<file path="config.mk">
export PLATFORM = sky130hd
export DESIGN_NAME = bitmap_block_allocator_top
export DESIGN_NICKNAME = d
export VERILOG_FILES = /design/src/rtl/bba_pkg.sv /design/src/rtl/bitmap_block_allocator_top.sv /design/src/rtl/bba_front.sv /design/src/rtl/bba_cmd_fifo.sv /design/src/rtl/bba_back.sv
export SDC_FILE = /design/constraint.sdc
export NUM_CORES = 2
export LEC_CHECK = 0
export BUFFER_PORTS_ARGS = -buffer_cell sky130_fd_sc_hd__buf_2
export CELL_PAD_IN_SITES_DETAIL_PLACEMENT = 2
export CELL_PAD_IN_SITES_GLOBAL_PLACEMENT = 2
export CORE_MARGIN = 4
export CORE_UTILIZATION = 46
export DETAILED_ROUTE_END_ITERATION = 8
export PLACE_DENSITY = 0.89
export SLEW_MARGIN = 20
export SYNTH_ARGS = -nofsm -noshare
export SYNTH_HDL_FRONTEND = slang
export SYNTH_SLANG_ARGS = --single-unit
</file>
<file path="constraint.sdc">
create_clock -name clk_i -period 6.3 [get_ports clk_i]
set_input_delay 0.315 -clock clk_i [delete_from_list [all_inputs] [get_ports clk_i]]
set_output_delay 0.315 -clock clk_i [all_outputs]
set_load 0.03 [all_outputs]
</file>
<file path="src/rtl/bba_pkg.sv">
// Shared types and constants for the bitmap block allocator.
// No dependencies; every other file of the block imports this package.
package bba_pkg;

  localparam int unsigned BlockIdW = 11;
  localparam int unsigned GrantW   = 10;
  localparam int unsigned WordW    = 32;
  localparam int unsigned BitIdxW  = 5;

  localparam logic FUNC_ALLOC = 1'b0;
  localparam logic FUNC_FREE  = 1'b1;

  localparam logic [1:0] ST_OK      = 2'd0;
  localparam logic [1:0] ST_NO_FREE = 2'd1;
  localparam logic [1:0] ST_RANGE   = 2'd2;

  typedef enum logic [1:0] {
    CMD_ALLOC  = 2'd0,
    CMD_FREE   = 2'd1,
    CMD_REJECT = 2'd2
  } cmd_kind_e;

  typedef struct packed {
    logic                func;
    logic [BlockIdW-1:0] block_id;
  } in_t;

  typedef struct packed {
    logic [GrantW-1:0] granted_block;
    logic [1:0]        status;
  } out_t;

  // Classified request: the offset is only meaningful for a free.
  typedef struct packed {
    cmd_kind_e           kind;
    logic [BlockIdW-1:0] offset;
  } cmd_t;

endpackage

</file>
<file path="src/rtl/bitmap_block_allocator_top.sv">
// Top level of the first-fit bitmap block allocator.
// Depends on bba_pkg, bba_front, bba_cmd_fifo and bba_back.
//
// Usage: requests arrive as valid/ready transactions on in_*; each carries
// func (alloc or free) and block_id. Every request yields exactly one
// response transaction on out_* with granted_block and status, in request
// order. data_start is written through cfg_we_i/cfg_wdata_i; the user must
// write it only while idle, which the block itself does not enforce.
// Flow: the engine takes each request from the command queue, does its work,
// then loads the output register. An alloc scans one 32-bit bitmap word per
// cycle through the single read port of the bitmap memory and stops early
// once it finds a free block. A free reads and writes back one word, and an
// out-of-range free goes straight to the response. The engine works on one
// request at a time and takes the next only once the last response has been
// loaded into the output register.
// Reset: the bitmap is swept to all free, one word per cycle; in_ready_o stays
// low meanwhile, while configuration writes are taken as usual.
// Stall: while out_ready_i is low the finished response waits in the output
// register; the engine finishes one more request and holds it, and the queue
// takes two more before in_ready_o falls.
module bitmap_block_allocator_top import bba_pkg::*; #(
  parameter int unsigned TOTAL_BLOCKS = 1024
) (
  input  logic                clk_i,
  input  logic                rst_ni,
  input  logic                cfg_we_i,
  input  logic [BlockIdW-1:0] cfg_wdata_i,
  input  logic                in_valid_i,
  output logic                in_ready_o,
  input  in_t                 in_data_i,
  output logic                out_valid_o,
  input  logic                out_ready_i,
  output out_t                out_data_o
);

  logic [BlockIdW-1:0] data_start_q;
  cmd_t                front_cmd;
  cmd_t                q_cmd;
  logic                push_ready, q_valid, q_ready, clr_busy;

  // The single configuration register: block number of the first data block.
  always_ff @(posedge clk_i or negedge rst_ni) begin
    if (!rst_ni) begin
      data_start_q <= '0;
    end else if (cfg_we_i) begin
      data_start_q <= cfg_wdata_i;
    end
  end

  // Requests are held off until the bitmap has been cleared.
  assign in_ready_o = push_ready && !clr_busy;

  bba_front #(
    .TOTAL_BLOCKS(TOTAL_BLOCKS)
  ) u_front (
    .data_start_i(data_start_q),
    .in_data_i   (in_data_i),
    .cmd_o       (front_cmd)
  );

  bba_cmd_fifo u_fifo (
    .clk_i       (clk_i),
    .rst_ni      (rst_ni),
    .push_valid_i(in_valid_i && !clr_busy),
    .push_ready_o(push_ready),
    .push_data_i (front_cmd),
    .pop_valid_o (q_valid),
    .pop_ready_i (q_ready),
    .pop_data_o  (q_cmd)
  );

  bba_back #(
    .TOTAL_BLOCKS(TOTAL_BLOCKS)
  ) u_back (
    .clk_i       (clk_i),
    .rst_ni      (rst_ni),
    .data_start_i(data_start_q),
    .cmd_valid_i (q_valid),
    .cmd_ready_o (q_ready),
    .cmd_i       (q_cmd),
    .clr_busy_o  (clr_busy),
    .out_valid_o (out_valid_o),
    .out_ready_i (out_ready_i),
    .out_data_o  (out_data_o)
  );

endmodule

</file>
<file path="src/rtl/bba_front.sv">
// Front end of the allocator: classifies each request and range-checks frees.
// Depends on bba_pkg.
module bba_front import bba_pkg::*; #(
  parameter int unsigned TOTAL_BLOCKS = 1024
) (
  input  logic [BlockIdW-1:0] data_start_i,
  input  in_t                 in_data_i,
  output cmd_t                cmd_o
);

  localparam int unsigned LimW = $clog2(TOTAL_BLOCKS + 1);
  localparam int unsigned CmpW = (LimW > BlockIdW) ? LimW : BlockIdW;

  logic in_range;

  // A block can be freed only between the data start and the block count.
  assign in_range = (in_data_i.block_id >= data_start_i) &&
                    (CmpW'(in_data_i.block_id) < CmpW'(TOTAL_BLOCKS));

  always_comb begin
    cmd_o.offset = in_data_i.block_id - data_start_i;
    if (in_data_i.func == FUNC_ALLOC) begin
      cmd_o.kind = CMD_ALLOC;
    end else if (in_range) begin
      cmd_o.kind = CMD_FREE;
    end else begin
      cmd_o.kind = CMD_REJECT;
    end
  end

endmodule

</file>
<file path="src/rtl/bba_cmd_fifo.sv">
// Two-entry command queue between the front end and the bitmap engine.
// Depends on bba_pkg.
module bba_cmd_fifo import bba_pkg::*; (
  input  logic clk_i,
  input  logic rst_ni,
  input  logic push_valid_i,
  output logic push_ready_o,
  input  cmd_t push_data_i,
  output logic pop_valid_o,
  input  logic pop_ready_i,
  output cmd_t pop_data_o
);

  cmd_t       ent_q [2];
  logic       wr_ptr_q, wr_ptr_d;
  logic       rd_ptr_q, rd_ptr_d;
  logic [1:0] cnt_q, cnt_d;
  logic       push, pop;

  assign push_ready_o = (cnt_q != 2'd2);
  assign pop_valid_o  = (cnt_q != 2'd0);
  assign pop_data_o   = ent_q[rd_ptr_q];
  assign push         = push_valid_i && push_ready_o;
  assign pop          = pop_ready_i && pop_valid_o;

  always_comb begin
    wr_ptr_d = push ? ~wr_ptr_q : wr_ptr_q;
    rd_ptr_d = pop ? ~rd_ptr_q : rd_ptr_q;
    cnt_d    = cnt_q;
    if (push && !pop) begin
      cnt_d = cnt_q + 2'd1;
    end else if (pop && !push) begin
      cnt_d = cnt_q - 2'd1;
    end
  end

  always_ff @(posedge clk_i or negedge rst_ni) begin
    if (!rst_ni) begin
      wr_ptr_q <= 1'b0;
      rd_ptr_q <= 1'b0;
      cnt_q    <= 2'd0;
    end else begin
      wr_ptr_q <= wr_ptr_d;
      rd_ptr_q <= rd_ptr_d;
      cnt_q    <= cnt_d;
    end
  end

  always_ff @(posedge clk_i) begin
    if (push) begin
      ent_q[wr_ptr_q] <= push_data_i;
    end
  end

endmodule

</file>
<file path="src/rtl/bba_back.sv">
// Bitmap engine: word-wide bitmap memory, clearing pass, first-fit scan,
// free write-back and the output register. Depends on bba_pkg.
module bba_back import bba_pkg::*; #(
  parameter int unsigned TOTAL_BLOCKS = 1024
) (
  input  logic                clk_i,
  input  logic                rst_ni,
  input  logic [BlockIdW-1:0] data_start_i,
  input  logic                cmd_valid_i,
  output logic                cmd_ready_o,
  input  cmd_t                cmd_i,
  output logic                clr_busy_o,
  output logic                out_valid_o,
  input  logic                out_ready_i,
  output out_t                out_data_o
);

  localparam int unsigned NWords = (TOTAL_BLOCKS + WordW - 1) / WordW;
  localparam int unsigned WW     = (NWords > 1) ? $clog2(NWords) : 1;
  localparam int unsigned LimW   = $clog2(TOTAL_BLOCKS + 1);
  localparam int unsigned CmpW   = (LimW > BlockIdW) ? LimW : BlockIdW;
  localparam int unsigned OffW   = (WW + BitIdxW > BlockIdW) ? WW + BitIdxW : BlockIdW;
  localparam int unsigned XW     = ((LimW > WW + BitIdxW) ? LimW : WW + BitIdxW) + 1;
  localparam int unsigned SumW   = OffW + 1;

  typedef enum logic [4:0] {
    S_CLEAR = 5'b00001,
    S_IDLE  = 5'b00010,
    S_SCAN  = 5'b00100,
    S_FREE  = 5'b01000,
    S_RESP  = 5'b10000
  } state_e;

  function automatic logic [BitIdxW-1:0] lowest_zero(input logic [WordW-1:0] w);
    logic [BitIdxW-1:0] pos;
    pos = '0;
    for (int i = WordW - 1; i >= 0; i--) begin
      if (!w[i]) begin
        pos = BitIdxW'(i);
      end
    end
    return pos;
  endfunction

  logic [WordW-1:0]   mem [NWords];
  logic [WordW-1:0]   rdata_q;
  logic               mem_we;
  logic [WW-1:0]      mem_waddr, mem_raddr;
  logic [WordW-1:0]   mem_wdata;

  state_e             state_q, state_d;
  logic [WW-1:0]      clr_q, clr_d;
  logic [WW-1:0]      chk_w_q, chk_w_d;
  logic [BitIdxW-1:0] bit_q, bit_d;
  logic [LimW-1:0]    limit_q, limit_d;
  out_t               res_q, res_d;
  logic               out_valid_q, out_valid_d;
  out_t               out_data_q, out_data_d;

  logic [OffW-1:0]    free_off;
  logic [XW-1:0]      lim_x, base_x;
  logic [WordW-1:0]   vmask, masked;
  logic               all_valid, none_valid, last_word, hit;
  logic [BitIdxW-1:0] hit_pos;
  logic [SumW-1:0]    grant_sum;

  // Number of offsets that exist, registered to keep the scan path short.
  assign limit_d = (CmpW'(data_start_i) < CmpW'(TOTAL_BLOCKS)) ?
                   LimW'(CmpW'(TOTAL_BLOCKS) - CmpW'(data_start_i)) : '0;

  assign free_off   = OffW'(cmd_i.offset);
  assign lim_x      = XW'(limit_q);
  assign base_x     = XW'({chk_w_q, {BitIdxW{1'b0}}});
  assign all_valid  = (base_x + XW'(WordW)) <= lim_x;
  assign none_valid = base_x >= lim_x;
  assign last_word  = (chk_w_q == WW'(NWords - 1)) || ((base_x + XW'(WordW)) >= lim_x);

  // Offsets past the limit look used, so the scan never grants them.
  always_comb begin
    if (all_valid) begin
      vmask = '1;
    end else if (none_valid) begin
      vmask = '0;
    end else begin
      vmask = (WordW'(1) << lim_x[BitIdxW-1:0]) - WordW'(1);
    end
  end

  assign masked    = rdata_q | ~vmask;
  assign hit       = ~&masked;
  assign hit_pos   = lowest_zero(masked);
  assign grant_sum = SumW'(data_start_i) + SumW'({chk_w_q, hit_pos});

  always_comb begin
    state_d     = state_q;
    clr_d       = clr_q;
    chk_w_d     = chk_w_q;
    bit_d       = bit_q;
    res_d       = res_q;
    out_data_d  = out_data_q;
    out_valid_d = out_valid_q && !out_ready_i;
    cmd_ready_o = 1'b0;
    mem_we      = 1'b0;
    mem_waddr   = chk_w_q;
    mem_wdata   = rdata_q;
    mem_raddr   = WW'(chk_w_q + WW'(1));

    case (state_q)
      S_CLEAR: begin
        mem_we    = 1'b1;
        mem_waddr = clr_q;
        mem_wdata = '0;
        clr_d     = WW'(clr_q + WW'(1));
        if (clr_q == WW'(NWords - 1)) begin
          state_d = S_IDLE;
        end
      end
      S_IDLE: begin
        cmd_ready_o = cmd_valid_i;
        mem_raddr   = '0;
        chk_w_d     = '0;
        if (cmd_valid_i) begin
          case (cmd_i.kind)
            CMD_ALLOC: begin
              state_d = S_SCAN;
            end
            CMD_FREE: begin
              mem_raddr = free_off[WW+BitIdxW-1:BitIdxW];
              chk_w_d   = free_off[WW+BitIdxW-1:BitIdxW];
              bit_d     = free_off[BitIdxW-1:0];
              state_d   = S_FREE;
            end
            default: begin
              res_d   = '{granted_block: '0, status: ST_RANGE};
              state_d = S_RESP;
            end
          endcase
        end
      end
      S_SCAN: begin
        // One word arrives per cycle while the next address is issued.
        chk_w_d = WW'(chk_w_q + WW'(1));
        if (hit) begin
          mem_we    = 1'b1;
          mem_wdata = rdata_q | (WordW'(1) << hit_pos);
          res_d     = '{granted_block: grant_sum[GrantW-1:0], status: ST_OK};
          state_d   = S_RESP;
        end else if (last_word) begin
          res_d   = '{granted_block: '0, status: ST_NO_FREE};
          state_d = S_RESP;
        end
      end
      S_FREE: begin
        mem_we    = 1'b1;
        mem_wdata = rdata_q & ~(WordW'(1) << bit_q);
        res_d     = '{granted_block: '0, status: ST_OK};
        state_d   = S_RESP;
      end
      S_RESP: begin
        if (!out_valid_q || out_ready_i) begin
          out_valid_d = 1'b1;
          out_data_d  = res_q;
          state_d     = S_IDLE;
        end
      end
      default: begin
        state_d = S_IDLE;
      end
    endcase
  end

  always_ff @(posedge clk_i or negedge rst_ni) begin
    if (!rst_ni) begin
      state_q     <= S_CLEAR;
      clr_q       <= '0;
      chk_w_q     <= '0;
      limit_q     <= '0;
      out_valid_q <= 1'b0;
    end else begin
      state_q     <= state_d;
      clr_q       <= clr_d;
      chk_w_q     <= chk_w_d;
      limit_q     <= limit_d;
      out_valid_q <= out_valid_d;
    end
  end

  always_ff @(posedge clk_i) begin
    bit_q      <= bit_d;
    res_q      <= res_d;
    out_data_q <= out_data_d;
  end

  always_ff @(posedge clk_i) begin
    if (mem_we) begin
      mem[mem_waddr] <= mem_wdata;
    end
    rdata_q <= mem[mem_raddr];
  end

  assign clr_busy_o  = (state_q == S_CLEAR);
  assign out_valid_o = out_valid_q;
  assign out_data_o  = out_data_q;

endmodule

</file>
**Word level (Yosys, flattened, before mapping)**

Memory sizes are Yosys's and may differ from the RTL's. A register that Yosys moved wholly into a read port is not among the register bits.
Index checks and enable logic that the tools add are counted.

- Flip-flop bits (word level): 71
- Memory bits (writable): 1050
- Word-level logic and storage cells: 149
- Memories kept: 2

- Add/sub/neg operators: 9
- Order comparisons: 6
- Eq/ne operators: 14
- Shift-type cells: 3
- Mux-type cells: 67
- Bitwise gates (word level): 7
- Reductions and logical operators: 27

Memories:

| memory | depth | bits a word | rd ports | clocked after Yosys merged registers in | wr ports | line | text |
|---|---|---|---|---|---|---|---|
| u_back.mem | 32 | 32 | 1 | 1 | 1 | bba_back.sv:45 | `logic [WordW-1:0] mem [NWords];` |
| u_fifo.ent_q | 2 | 13 | 1 | 0 | 1 | bba_cmd_fifo.sv:14 | `cmd_t ent_q [2];` |

Operators by type and width:

| kind | count |
|---|---|
| $mux W5 | 41 |
| $mux W32 | 3 |
| $pmux W32 S3 | 1 |
| $shl A1 B5 Y32 const A | 3 |
| $not A32 Y32 | 2 |
| $or A32 B32 Y32 | 2 |
| $mux W12 | 4 |
| $pmux W12 S3 | 1 |
| $and A32 B32 Y32 | 1 |
| $reduce_and A32 Y1 | 1 |
| $sub A32 B2 Y32 const B | 1 |
| $pmux W5 S5 | 1 |
| $lt A11 B11 Y1 const B | 2 |
| $pmux W5 S2 | 2 |
| $eq A5 B5 Y1 const B | 3 |
| $ge A12 B11 Y1 | 1 |
| $le A12 B11 Y1 | 1 |
| $add A10 B6 Y11 const B | 1 |
| $ge A10 B11 Y1 | 1 |
| $ge A11 B11 Y1 | 1 |
| $mux W11 | 1 |
| $sub A11 B11 Y11 | 1 |
| $sub A11 B11 Y11 const A | 1 |
| $add A10 B10 Y10 | 1 |
| 25 further kinds | 56 |

**Longest topological paths before layout**

- Depth after elaboration: 42
- Mapped depth: 28

**Hierarchy**

From an unflattened synthesis, not the netlist that was laid out.

- Cell total of the unflattened synthesis: 3647
- Area total of the unflattened synthesis: 48741.7 um^2

Modules (own cells, without submodules):

| module | instances | cells an instance | area an instance (um^2) |
|---|---|---|---|
| bba_back | 1 | 3482 | 46559.7 |
| bba_cmd_fifo | 1 | 58 | 1144.8 |
| bba_front | 1 | 82 | 576.8 |
| bitmap_block_allocator_top | 1 | 25 | 460.4 |

**Worst setup path before layout**

Ideal clock, no wire load.

- Path kind: register -> register
- Start point: register u_back.chk_w_q[1]
- End point: memory u_back.mem[0][20], data pin
- Setup time: 454 ps
- Arrival time: 5200 ps
- Data required time: 5846 ps
- Path slack: 646 ps
- Stages on the path, launching flop included: 18
- Period minus slack after synthesis: 5654 ps
- Cells stage by stage: dfrtp_1 > ha_1 > and3_1 > ha_1 > ha_1 > nand3_1 > a21o_1 > a2bb2oi_2 > clkbuf_1 > o21ai_0 > a21oi_1 > nand2_1 > nor2_1 > nand3_1 > a21oi_1 > nand2b_1 > or2_1 > o21ai_0

- Cells in the longest elaborated chain, start to end: 41
- Elaborated cells between the ends (all ways): 44

Ends and longest elaborated chain:

| element | line | text |
|---|---|---|
| from (decl) | bba_back.sv:53 | `logic [WW-1:0] chk_w_q, chk_w_d;` |
| from (signal assigned) | bba_back.sv:182 | `chk_w_q <= chk_w_d;` |
| $add A10 B6 Y11 / $ge A10 B11 Y1 (equally long branches) | bba_back.sv:74, bba_back.sv:75 |  |
| $le A12 B11 Y1 / $mux W32 (equally long branches) | bba_back.sv:74, bba_back.sv:82 |  |
| $mux W32 (*) | bba_back.sv:80 | `if (all_valid) begin` |
| $not A32 Y32 (*) | bba_back.sv:89 | `assign masked = rdata_q \| ~vmask;` |
| $or A32 B32 Y32 (*) | bba_back.sv:89 |  |
| $mux W5 (32 in series) | bba_back.sv:38 | `if (!w[i]) begin` |
| $shl A1 B5 Y32 | bba_back.sv:145 | `mem_wdata = rdata_q \| (WordW'(1) << hit_pos);` |
| $or A32 B32 Y32 | bba_back.sv:145 |  |
| $mux W32 (*) | bba_back.sv:143 | `if (hit) begin` |
| $pmux W32 S3 (*) | bba_back.sv:108 | `case (state_q)` |
| via u_back.mem_wdata[20] | bba_back.sv:49 | `logic [WordW-1:0] mem_wdata;` |
| to (decl) | bba_back.sv:45 |  |

Mark *: on every way through the listed nets, which the timed path passes. The rest lies on a longest branch.

==> results.md <==
* Status: finished with violations
* Failing checks: negative setup slack
* Routability congestion estimate at between 0.8 and 0.9
* Post-synth ARST share at 0.0365
* CTS tree: yes
* Met2 WL at 111000 microns
* Post-synthesis mux area share at 0.00302
* Final Hold Violating Endpoints at 0
* Tmin final at 7040 ps
* Congestion Overflow GR at 0
* Critical path required time at 6820 ps
* Core area at 104000 sq um
* Die W at 332 microns
* HP Class: in -> reg
* Avg Cell Area, Syn at 13.3 sq um
* Vias per inst at 7.76
* CTS H-Tree Depth at 3
* Origin of the critical flop-to-flop path: u_back.limit_q[3]
* Placement Cell Area at ~51000 sq um
* Fill cell count at 9411
* Sum of negative setup slack at -608310 ps
* CP delay by family, top: compound AO/OA/AOI/OAI gates
* Highest routing layer actually used: met5
* Die ar. at 111000 sq um
* DR WL/cell at 48.4 microns
* Post-Synth Adder-Cell Area at 0.0106
* Warnings from Yosys at 0
* Final Cell Area at 55800 sq um
* Wire length on met3 at 31200 microns
* CP Buf/Inv Count at 2
* Critical Path Max Stage Delay at 640 ps
* Critical path launch point type: register
* Number of global-route vias before repair at 40200
* Synth Cell Area at 48400 sq um
* IR drop worst, VDD at 0.000604 V
* Initial Utilization at 0.465
* Vias at between 40000 and 50000
* Cells along the critical path: or3_4 -> or3_1 -> ha_4 -> buf_4 -> or4_1 -> a21oi_1 -> o221ai_1 -> a21oi_1 -> a21oi_1 -> nand3_1 -> nor2_2 -> and3_1 -> ha_1 -> inv_1 -> nor2_1 -> o21ai_0 -> o311a_1 -> o21bai_1 -> a21oi_1 -> xnor2_1 -> nor2_1
* Most frequent CP cell: a21oi_1
* Initial antenna violation count at 19
* Final Slew Violations at 0
* DRT Pass-1 Iters at 6
* FP Rows at between 100 and 150
* Yosys top cell area share at 0.668
* Hold Path End: u_fifo.wr_ptr_q
* Residual DRC at 0
* Critical path fanouts, max at 16
* Synthesized flop and latch total at 1151
* Cells on worst reg2reg path at 21
* Final antenna-violating net count at 0
* Area delta synth->final at 15.1%
* Hpwl dp at 111000 microns
* Worst slew margin at 0.128
* Commonest non-fill, non-tap cell in the layout: edfxtp_1
* Clk root buf: clkbuf_16
* Final setup violation count at ~1800
* Pwr dens at ~620 nW/um^2
* Top FF cell, synth: edfxtp_1
* CTS Buffer Depth at 3
* Clk slew on worst S/H paths at 80 ps
* Pre-CTS setup slack at 121 ps
* Clock Skews at 75.4 ps
* Area of the multi-input gates at 13900 sq um
* Global-route wire length before repair at around 320000 microns
* Commonest non-fill, non-tap cells in the layout: edfxtp_1, nand2_1, a211oi_1, and2_1, a31oi_1
* Largest net degree at the start of global routing at roughly 170
* Die height at between 300 and 400 microns
* Xor and xnor fraction of the mapped netlist area at 0.00470
* HP Start: in_valid_i
* All-Layer GR Usage at 0.408
* Max Cap Viol at 0
* Distinct cells, synth at 85
* DR iter-0 viols at 7190
* Register area share after synthesis at 0.703
* Leak pwr at 18.4 nW
* I/O Pins at 42
* Final worst slack at -744 ps
* FF-to-FF End: u_back.res_q[11]
* M1 wire length at 83400 microns
* Number of buffers created by CTS at 118
* Fin nets at 3782
* Sequential cell area at 34000 sq um
* Slew @ Worst Pin at 1310 ps
* Max Fclk at 142 MHz
* Mapped Nets at 3707
* Worst skew pair latency at 790 ps
* Main combinational cell family by area after synthesis: compound AO/OA/AOI/OAI gates
* Crit path DAT at 7560 ps
* Layout cells sized above 1 at 0.134
* Slowest-stage cell, CP: a21oi_1
* EDFF count, synth at 1077
* Final core occ at 0.536
* I/O Buffers at 41
* Final WL at around 250000 microns
* Kind of critical path: reg -> reg
* Cells after Synth at 3640
* Synth area leaders: edfxtp_1, a211oi_1, nand2_1
* Worst hold path cell count at 3
* Reg2reg setup slack at -740 ps
* Clock sink count at 1151
* Final period util at 1.12
* Area leader, netlist: edfxtp_1
* Critical Path End Type: register
* Compound-Gate Fraction of Synth Area at 0.148
* Power Total at around 35 mW
* Post-Synth Simple-Gate Area at 0.106
how the worst max path moves through the flow:
stage | from | end | slack, ps | depth (start not counted)
2_1_floorplan | u_back.chk_w_q[1] | u_back.mem[0][20] | 650 | 17
3_3_place_gp | u_back.chk_w_q[0] | u_back.res_q[10] | 570 | 25
3_5_place_dp | u_back.chk_w_q[0] | u_back.res_q[10] | 120 | 25
4_1_cts | u_back.limit_q[3] | u_back.mem[23][24] | 2 | 18
5_1_grt | u_back.limit_q[3] | u_back.res_q[11] | -560 | 21
6_report | u_back.limit_q[3] | u_back.res_q[11] | -740 | 21
cell families (layout without fill, tap and decap cells):
| group | after synthesis | after routing |
|---|---|---|
| buffers and inverters | 305 | 481 |
| and+or+nand+nor | 1092 | 1092 |
| muxes | 14 | 14 |
| DFF | 1151 | 1151 |
| other | 0 | 10 |
| AOI/OAI and AO/OA | 1012 | 1012 |
| xor gates and xnor gates | 26 | 26 |
| adders and majority gates | 40 | 40 |
registers in the layout, summed over array words and instances, names as in the netlist:
name	cells
data_start_q	11
u_back.bit_q	5
u_back.chk_w_q	5
u_back.clr_q	5
u_back.limit_q	11
u_back.mem	1024
u_back.out_data_o	12
u_back.out_valid_o	1
u_back.rdata_q	32
u_back.res_q	12
u_back.state_q	5
u_fifo.cnt_q	2
u_fifo.ent_q	24
u_fifo.rd_ptr_q	1
u_fifo.wr_ptr_q	1
report_power, final:
| part | internal [mW] | leakage [nW] | switching, mW |
|---|---|---|---|
| registers | 9.83 | 10.5 | 0.533 |
| clock network | 4.35 | 1.98 | 3.80 |
| logic | 4.11 | 5.89 | 12.0 |
worst reg2reg max path, stage by stage (launching register included):
cell and delay, ps:
dfrtp_1 420, or3_4 480, or3_1 420, ha_4 260, buf_4 210, or4_1 420, a21oi_1 640, o221ai_1 290
a21oi_1 430, a21oi_1 210, nand3_1 450, nor2_2 180, and3_1 250, ha_1 380, inv_1 170, nor2_1 100
o21ai_0 430, o311a_1 340, o21bai_1 150, a21oi_1 300, xnor2_1 180, nor2_1 70
layout make-up:
class                      count  area share
antenna                       10    0.000449
clock buffer                 170      0.0606
clock inverter                51      0.0117
inverter                      47     0.00316
multi-input combinational   2184       0.249
sequential                  1151       0.610
tap                         1380      0.0310
timing repair buffer         213      0.0339
per-stage QoR:
step                cells  hold slack, ps
floorplan            3640            19.4
global placement     4926             402
detailed placement   4926             410
CTS                  5167            9.94
global route         5197            88.2
finish               5206            86.4
cell usage after synthesis, drive strengths merged, types with 25 or more instances:
| master | n |
|---|---|
| a211oi | 360 |
| a21o | 47 |
| a21oi | 151 |
| a311oi | 128 |
| a31oi | 145 |
| and2 | 264 |
| buf | 44 |
| clkbuf | 214 |
| dfrtp | 41 |
| dfxtp | 32 |
| edfxtp | 1077 |
| ha | 37 |
| inv | 46 |
| nand2 | 581 |
| nand3 | 25 |
| nor2 | 105 |
| o211ai | 36 |
| o21ai | 67 |
routing by layer:
| layer | up-vias | GRT usage |
|---|---|---|
| li1 | 14100 | - |
| met1 | 20200 | 0.499 |
| met2 | 4411 | 0.643 |
| met3 | 1619 | 0.0944 |
| met4 | 20 | 0.288 |
| met5 | - | 0 |
repair_timing:
item / CTS / global route
setup buffers: 6 / 27
resized for setup: 11 / 50
gates cloned: 0 / 1
hold endpoints to repair: 58 / 0
hold buffers: 14 / 0
endpoints found under the setup margin: 580 / 1348
pin swaps: 4 / 15
Note: power is estimated with default switching activity, not from simulation.
